**src/rtl/olde_pkg.sv**
```systemverilog
// package: types, codes and sizes shared by the ordered list deque engine
`timescale 1ns / 1ps

package olde_pkg;

    localparam int DEPTH = 16;
    localparam int IDX_W = $clog2(DEPTH);
    localparam int CNT_W = $clog2(DEPTH + 1);
    localparam int VAL_W = 32;

    localparam logic [2:0] MODE_INS_FRONT = 3'd0;
    localparam logic [2:0] MODE_INS_BACK  = 3'd1;
    localparam logic [2:0] MODE_REM_FRONT = 3'd2;
    localparam logic [2:0] MODE_REM_BACK  = 3'd3;
    localparam logic [2:0] MODE_DELETE    = 3'd4;
    localparam logic [2:0] MODE_SEARCH    = 3'd5;

    localparam logic [1:0] ST_OK        = 2'd0;
    localparam logic [1:0] ST_FULL      = 2'd1;
    localparam logic [1:0] ST_EMPTY     = 2'd2;
    localparam logic [1:0] ST_NOT_FOUND = 2'd3;

    typedef struct packed {
        logic [2:0]              mode;
        logic signed [VAL_W-1:0] value;
    } t_in_item;

    typedef struct packed {
        logic [1:0]              status;
        logic signed [VAL_W-1:0] value_out;
        logic [IDX_W-1:0]        position;
        logic [CNT_W-1:0]        count;
    } t_out_item;

    // per-cell load command, priority load_new > take_left > take_right
    typedef struct packed {
        logic load_new;
        logic take_left;
        logic take_right;
    } t_cell_cmd;

endpackage

```
**src/rtl/ordered_list_deque_engine.sv**
```systemverilog
// top level: bounded ordered list of signed values used as a deque
`timescale 1ns / 1ps

// usage
//   input channel (i_in_valid / o_in_ready / i_in_data) carries one operation
//   per transfer: insert front or back, remove front or back, delete the
//   first entry equal to a value, or search for a value
//   output channel (o_out_valid / i_out_ready / o_out_data) returns one
//   result per operation: status, value, position and count after the op
//   the result sits in the output register in the cycle after the transfer;
//   throughput is one operation per cycle unless stalled, as the search is a
//   parallel compare in every cell and the shift is one step of the cell row
//   the output register frees in the same cycle it is taken, so a new input
//   transfer is taken whenever the result slot is empty or being read
//   receiver stall: while a result waits and i_out_ready is low, o_in_ready
//   drops and the list holds still
//   reset (i_rst_n low, synchronous): count goes to zero and no result is
//   pending; entry contents are left as they are and never read before write

module ordered_list_deque_engine (
    input  logic                i_clk,
    input  logic                i_rst_n,
    input  logic                i_in_valid,
    output logic                o_in_ready,
    input  olde_pkg::t_in_item  i_in_data,
    output logic                o_out_valid,
    input  logic                i_out_ready,
    output olde_pkg::t_out_item o_out_data
);

    logic [olde_pkg::CNT_W-1:0] r_count;
    logic [olde_pkg::CNT_W-1:0] n_count;
    logic                       r_out_valid;
    olde_pkg::t_out_item        r_out;
    olde_pkg::t_out_item        n_out;

    logic                              in_fire;
    olde_pkg::t_cell_cmd               cmd [olde_pkg::DEPTH];
    logic signed [olde_pkg::VAL_W-1:0] cell_value [olde_pkg::DEPTH];
    logic [olde_pkg::DEPTH-1:0]        match;
    logic [olde_pkg::IDX_W-1:0]        back_idx;

    // result slot is free when empty or being taken this cycle
    assign o_in_ready = !r_out_valid || i_out_ready;
    assign in_fire    = i_in_valid && o_in_ready;

    // row of cells, position 0 is the front
    for (genvar g = 0; g < olde_pkg::DEPTH; g++) begin : g_cell
        logic signed [olde_pkg::VAL_W-1:0] left_value;
        logic signed [olde_pkg::VAL_W-1:0] right_value;

        if (g == 0) begin : g_front
            assign left_value = '0;
        end else begin : g_mid_left
            assign left_value = cell_value[g-1];
        end

        if (g == olde_pkg::DEPTH - 1) begin : g_back
            assign right_value = cell_value[g];
        end else begin : g_mid_right
            assign right_value = cell_value[g+1];
        end

        olde_cell u_cell (
            .i_clk   (i_clk),
            .i_cmd   (cmd[g]),
            .i_new   (i_in_data.value),
            .i_left  (left_value),
            .i_right (right_value),
            .i_key   (i_in_data.value),
            .o_value (cell_value[g]),
            .o_match (match[g])
        );
    end

    olde_ctrl u_ctrl (
        .i_fire     (in_fire),
        .i_item     (i_in_data),
        .i_count    (r_count),
        .i_match    (match),
        .i_front    (cell_value[0]),
        .i_back     (cell_value[back_idx]),
        .o_cmd      (cmd),
        .o_back_idx (back_idx),
        .o_result   (n_out),
        .o_count    (n_count)
    );

    // control state
    always_ff @(posedge i_clk) begin
        if (!i_rst_n) begin
            r_count     <= '0;
            r_out_valid <= 1'b0;
        end else begin
            if (in_fire) begin
                r_count     <= n_count;
                r_out_valid <= 1'b1;
            end else if (i_out_ready) begin
                r_out_valid <= 1'b0;
            end
        end
    end

    // result payload
    always_ff @(posedge i_clk) begin
        if (in_fire) begin
            r_out <= n_out;
        end
    end

    assign o_out_valid = r_out_valid;
    assign o_out_data  = r_out;

    // checks
    a_count_bound: assert property (@(posedge i_clk) disable iff (!i_rst_n)
        r_count <= olde_pkg::CNT_W'(olde_pkg::DEPTH))
        else $error("occupancy above depth");

    a_full_drop: assert property (@(posedge i_clk) disable iff (!i_rst_n)
        in_fire && r_count == olde_pkg::CNT_W'(olde_pkg::DEPTH) &&
        (i_in_data.mode == olde_pkg::MODE_INS_FRONT ||
         i_in_data.mode == olde_pkg::MODE_INS_BACK)
        |=> o_out_data.status == olde_pkg::ST_FULL && $stable(r_count))
        else $error("insert into full list not dropped");

    a_empty_remove: assert property (@(posedge i_clk) disable iff (!i_rst_n)
        in_fire && r_count == '0 &&
        (i_in_data.mode == olde_pkg::MODE_REM_FRONT ||
         i_in_data.mode == olde_pkg::MODE_REM_BACK)
        |=> o_out_data.status == olde_pkg::ST_EMPTY && r_count == '0)
        else $error("removal from empty list not flagged");

    a_count_report: assert property (@(posedge i_clk) disable iff (!i_rst_n)
        o_out_valid |-> o_out_data.count == r_count)
        else $error("reported count differs from held count");

endmodule

```
**src/rtl/olde_cell.sv**
```systemverilog
// one storage cell of the list row: holds an entry, shifts, compares with the key
`timescale 1ns / 1ps

module olde_cell (
    input  logic                              i_clk,
    input  olde_pkg::t_cell_cmd               i_cmd,
    input  logic signed [olde_pkg::VAL_W-1:0] i_new,
    input  logic signed [olde_pkg::VAL_W-1:0] i_left,
    input  logic signed [olde_pkg::VAL_W-1:0] i_right,
    input  logic signed [olde_pkg::VAL_W-1:0] i_key,
    output logic signed [olde_pkg::VAL_W-1:0] o_value,
    output logic                              o_match
);

    logic signed [olde_pkg::VAL_W-1:0] r_value;

    always_ff @(posedge i_clk) begin
        if (i_cmd.load_new) begin
            r_value <= i_new;
        end else if (i_cmd.take_left) begin
            r_value <= i_left;
        end else if (i_cmd.take_right) begin
            r_value <= i_right;
        end
    end

    assign o_value = r_value;
    assign o_match = (r_value == i_key);

endmodule

```
**src/rtl/olde_ctrl.sv**
```systemverilog
// operation decode: first-match search, result build and cell commands
`timescale 1ns / 1ps

module olde_ctrl (
    input  logic                              i_fire,
    input  olde_pkg::t_in_item                i_item,
    input  logic [olde_pkg::CNT_W-1:0]        i_count,
    input  logic [olde_pkg::DEPTH-1:0]        i_match,
    input  logic signed [olde_pkg::VAL_W-1:0] i_front,
    input  logic signed [olde_pkg::VAL_W-1:0] i_back,
    output olde_pkg::t_cell_cmd               o_cmd [olde_pkg::DEPTH],
    output logic [olde_pkg::IDX_W-1:0]        o_back_idx,
    output olde_pkg::t_out_item               o_result,
    output logic [olde_pkg::CNT_W-1:0]        o_count
);

    logic [olde_pkg::DEPTH-1:0] live_match;
    logic                       hit;
    logic [olde_pkg::IDX_W-1:0] hit_idx;
    logic                       full;
    logic                       empty;
    logic [olde_pkg::CNT_W-1:0] count_m1;

    assign full     = (i_count >= olde_pkg::CNT_W'(olde_pkg::DEPTH));
    assign empty    = (i_count == '0);
    assign count_m1 = i_count - olde_pkg::CNT_W'(1);
    assign o_back_idx = count_m1[olde_pkg::IDX_W-1:0];

    // only occupied positions take part in the search
    always_comb begin
        for (int i = 0; i < olde_pkg::DEPTH; i++) begin
            live_match[i] = i_match[i] && (olde_pkg::CNT_W'(i) < i_count);
        end
    end

    // lowest matching position wins
    always_comb begin
        hit     = 1'b0;
        hit_idx = '0;
        for (int i = olde_pkg::DEPTH - 1; i >= 0; i--) begin
            if (live_match[i]) begin
                hit     = 1'b1;
                hit_idx = olde_pkg::IDX_W'(i);
            end
        end
    end

    always_comb begin
        o_result.status    = olde_pkg::ST_OK;
        o_result.value_out = '0;
        o_result.position  = '0;
        o_count            = i_count;
        for (int i = 0; i < olde_pkg::DEPTH; i++) begin
            o_cmd[i] = '0;
        end
        unique case (i_item.mode) inside
            olde_pkg::MODE_INS_FRONT: begin
                if (full) begin
                    o_result.status = olde_pkg::ST_FULL;
                end else begin
                    o_result.value_out = i_item.value;
                    o_count            = i_count + olde_pkg::CNT_W'(1);
                    o_cmd[0].load_new  = i_fire;
                    for (int i = 1; i < olde_pkg::DEPTH; i++) begin
                        o_cmd[i].take_left = i_fire && (olde_pkg::CNT_W'(i) <= i_count);
                    end
                end
            end
            olde_pkg::MODE_INS_BACK: begin
                if (full) begin
                    o_result.status = olde_pkg::ST_FULL;
                end else begin
                    o_result.value_out = i_item.value;
                    o_result.position  = i_count[olde_pkg::IDX_W-1:0];
                    o_count            = i_count + olde_pkg::CNT_W'(1);
                    for (int i = 0; i < olde_pkg::DEPTH; i++) begin
                        o_cmd[i].load_new = i_fire && (olde_pkg::CNT_W'(i) == i_count);
                    end
                end
            end
            olde_pkg::MODE_REM_FRONT: begin
                if (empty) begin
                    o_result.status = olde_pkg::ST_EMPTY;
                end else begin
                    o_result.value_out = i_front;
                    o_count            = count_m1;
                    for (int i = 0; i < olde_pkg::DEPTH; i++) begin
                        o_cmd[i].take_right = i_fire;
                    end
                end
            end
            olde_pkg::MODE_REM_BACK: begin
                if (empty) begin
                    o_result.status = olde_pkg::ST_EMPTY;
                end else begin
                    o_result.value_out = i_back;
                    o_result.position  = o_back_idx;
                    o_count            = count_m1;
                end
            end
            olde_pkg::MODE_DELETE, olde_pkg::MODE_SEARCH: begin
                if (!hit) begin
                    o_result.status = olde_pkg::ST_NOT_FOUND;
                end else begin
                    // a match equals the key, so the key is the found value
                    o_result.value_out = i_item.value;
                    o_result.position  = hit_idx;
                    if (i_item.mode == olde_pkg::MODE_DELETE) begin
                        o_count = count_m1;
                        for (int i = 0; i < olde_pkg::DEPTH; i++) begin
                            o_cmd[i].take_right = i_fire &&
                                (olde_pkg::IDX_W'(i) >= hit_idx);
                        end
                    end
                end
            end
            default: begin
            end
        endcase
        o_result.count = o_count;
    end

endmodule
```
**config.mk**
```make
export PLATFORM = sky130hd
export DESIGN_NAME = ordered_list_deque_engine
export DESIGN_NICKNAME = d
export VERILOG_FILES = /design/src/rtl/olde_pkg.sv /design/src/rtl/ordered_list_deque_engine.sv /design/src/rtl/olde_cell.sv /design/src/rtl/olde_ctrl.sv
export SDC_FILE = /design/constraint.sdc
export NUM_CORES = 2
export LEC_CHECK = 0
export BUFFER_PORTS_ARGS = -buffer_cell sky130_fd_sc_hd__buf_2
export CAP_MARGIN = 40
export CORE_MARGIN = 2
export CORE_UTILIZATION = 65
export CTS_BUF_LIST = sky130_fd_sc_hd__clkbuf_4
export CTS_CLUSTER_DIAMETER = 100
export CTS_CLUSTER_SIZE = 14
export DETAILED_ROUTE_END_ITERATION = 16
export PLACE_DENSITY = 0.82
export SYNTH_ARGS = -nofsm -noshare
export SYNTH_HDL_FRONTEND = slang
export SYNTH_HIERARCHICAL = 1
export SYNTH_SLANG_ARGS = --single-unit
```
**constraint.sdc**
```tcl
create_clock -name i_clk -period 10.95 [get_ports i_clk]
set_clock_uncertainty 0.1 [all_clocks]
set_input_delay 1.095 -clock i_clk [delete_from_list [all_inputs] [get_ports i_clk]]
set_output_delay 1.095 -clock i_clk [all_outputs]
set_load 0.02 [all_outputs]
```
==> metrics <==
layout net count 3665; Synth Register Bits 561; CTS hold repair buffers 0; Yosys Warn Count 6; Worst Setup End Kind flop; WS Path Type primary input to flop; Routed wire per std cell 26.2 um; first-pass GRT wire length 176 mm; htree depth 2; max-cap viol count 0; clk slew on worst S/H paths 140 ps; IO buf count 83; initial antenna violation count 15; Reg area 0.0168 sq mm; Slew Limit Fails 0; post-route ant nets 0; CTS Buf Count 46; Overall Power 4.09 mW; setup tns final 0 ps; area of the core 0.0601 sq mm; Hold Crit Class primary input to flop; Iter 0 DRT Violations 5095; Vias/cell 6.90; CP Launch Point i_in_data[23]; status complete, no violations; ratio of cells with drive above 1 in the final layout 11.2%; Hold Vio Cnt, Final 0; pwr dens 100 mW/mm^2; most frequent cells in the layout nand2_1, edfxtp_1, mux2i_1; ys flop type edfxtp_1; Layout Utilization 67.7%; DIE AREA 0.0625 sq mm; EDFF count, synth 555; relative slew slack 36.9%; Netlist cell types 62; Area Overhead vs Synth 3.57%; post-CTS sizing 0; Lkg Pwr 12.6 nW; multi-input gate area in the final layout 0.0213 sq mm; setup bufs post-CTS 0; Core Rows 90; Max Buffers Root-to-Sink 3; Ports 84; Syn Area/Cell 10.8 sq um; CP Launch Type primary input; fin crit period 5030 ps; Placed Instances 4353; post-synthesis sequential area ratio 42.7%; Worst Tran Pin Value 947 ps; Sinks on Clock Net 561; GP Congestion 0.979; vias in the first global route 28219; hpwl dp 80.8 mm; total gr overflow 0; Die X-Extent 250 um; global-route usage over all layers 36.5%; overall routed net length 116 mm; Root Buffer clkbuf_4; clk_lat worst skew 950 ps; FFs w/ async S/R, synth 0%; vias after detailed routing 30508; Peak supply drop 0.0000844 V; Post-Syn Area 0.0393 sq mm; Mapped Cells 3634; largest net degree at the start of global routing 66; Hold Startpoint i_rst_n; Filler cells 4498; Req. time, crit path 11430 ps; crit path max fanout 33; RSZ-0062 raised after global routing false; final cell count without fillers 4423; Fmax 199 MHz; Starting Density 65.4%; worst r2r src g_cell[14].u_cell/o_value[31]$_DFFE_PP_; drt first pass iters 8; die span in y 250 um; most common library cell in the layout ignoring fill and taps nand2_1; Final setup viols 0; CP arrival 5510 ps; crit share post-route 45.9%; TritonCTS clock tree built; Post-route DRC 0
## metal layers
layer / share of wire (%) / global-route usage [%] / vias up
met5: 0.022 / 0 / -
met4: 4.3 / 14.9 / 4
met3: 13 / 8.38 / 235
met2: 44 / 53.4 / 2143
met1: 39 / 52.9 / 14722
li1: - / - / 13404
## stage by stage
step                area, sq um  setup slack (ps)  hold slack (ps)
finish                    40700              5920              331
global route              40700              5870              328
CTS                       40700              6160              309
detailed placement        40200              5230              519
global placement          40100              5200              511
floorplan                 39400              5780              510
## worst max-delay path, stage by stage
cell      delay [ps]
buf_2            650
xor2_1           160
nor4_1           380
nand4_1          260
nor2_1           410
nand2_1           90
o21ai_0          350
a211oi_1         150
o311ai_0         430
o21ai_0          270
nor2_1           320
o21ai_0          220
or3_1            360
buf_4            290
## sequential cells by signal (all words and copies together) (netlist names)
register               count
o_out_valid                1
g_cell.u_cell/o_value    512
o_out_data                43
r_count                    5
## kinds of logic after synthesis
| family | Yosys count | synth area share [%] |
|---|---|---|
| adders and majority gates | 7 | 0.223 |
| DFF | 561 | 42.7 |
| AOI/OAI and AO/OA | 722 | 10.3 |
| and+or+nand+nor | 881 | 10.0 |
| buffers and inverters | 272 | 4.00 |
| xor gates and xnor gates | 515 | 11.5 |
| muxes | 674 | 21.2 |
| other | 2 | 0.0191 |
## report_power, final
group / leakage, nW / switching [mW] / total [mW] / internal [mW]
Clock: 0.285 / 0.716 / 0.977 / 0.260
Combinational: 7.23 / 0.444 / 0.672 / 0.228
Sequential: 5.13 / 0.0462 / 2.44 / 2.39
Total: 12.6 / 1.21 / 4.09 / 2.88
## cell usage after synthesis, types with 6 or more instances
| library cell | count | area share, % |
|---|---|---|
| mux2i_1 | 546 | 14 |
| nor4_1 | 134 | 2.1 |
| buf_1 | 14 | 0.13 |
| and3_1 | 15 | 0.24 |
| o21a_1 | 9 | 0.17 |
| xor2_1 | 513 | 11 |
| nor3_1 | 10 | 0.13 |
| buf_4 | 31 | 0.59 |
| o31ai_1 | 6 | 0.11 |
| nand4_1 | 32 | 0.51 |
| a21boi_0 | 6 | 0.11 |
| a21oi_1 | 31 | 0.39 |
| clkbuf_1 | 122 | 1.2 |
| inv_1 | 11 | 0.11 |
| o2bb2ai_1 | 32 | 0.71 |
| nor2_1 | 55 | 0.53 |
| o21ai_0 | 538 | 6.8 |
| mux4_2 | 128 | 7.3 |
| dfxtp_1 | 6 | 0.31 |
| a22oi_1 | 65 | 1.2 |
| nand3_1 | 11 | 0.14 |
| or3_1 | 20 | 0.32 |
| buf_6 | 51 | 1.5 |
| nand2_1 | 573 | 5.5 |
| buf_2 | 43 | 0.55 |
| edfxtp_1 | 555 | 42 |
| nor2b_1 | 8 | 0.13 |
| ha_1 | 7 | 0.22 |
| o22ai_1 | 6 | 0.095 |
## worst paths after layout
| kind | slack (ps) | depth (start not counted) | endpoint |
|---|---|---|---|
| max | 5920 | 14 | g_cell[14].u_cell/o_value[27]$_DFFE_PP_ |
| min | 330 | 2 | r_count[0]$_SDFFE_PN0P_ |
| max reg2reg | 6220 | 13 | g_cell[14].u_cell/o_value[27]$_DFFE_PP_ |
| min reg2reg | 540 | 2 | r_count[2]$_SDFFE_PN0P_ |
## area by class of cell
| type | count | share of cell area [%] |
|---|---|---|
| Multi-Input combinational cell | 2832 | 52.2 |
| Sequential cell | 561 | 41.2 |
| Timing Repair Buffer | 167 | 2.79 |
| Tap cell | 782 | 2.40 |
| Clock buffer | 56 | 1.03 |
| Clock inverter | 5 | 0.132 |
| Inverter | 11 | 0.126 |
| Antenna cell | 9 | 0.0553 |
Power figures use the tool's default switching activity.
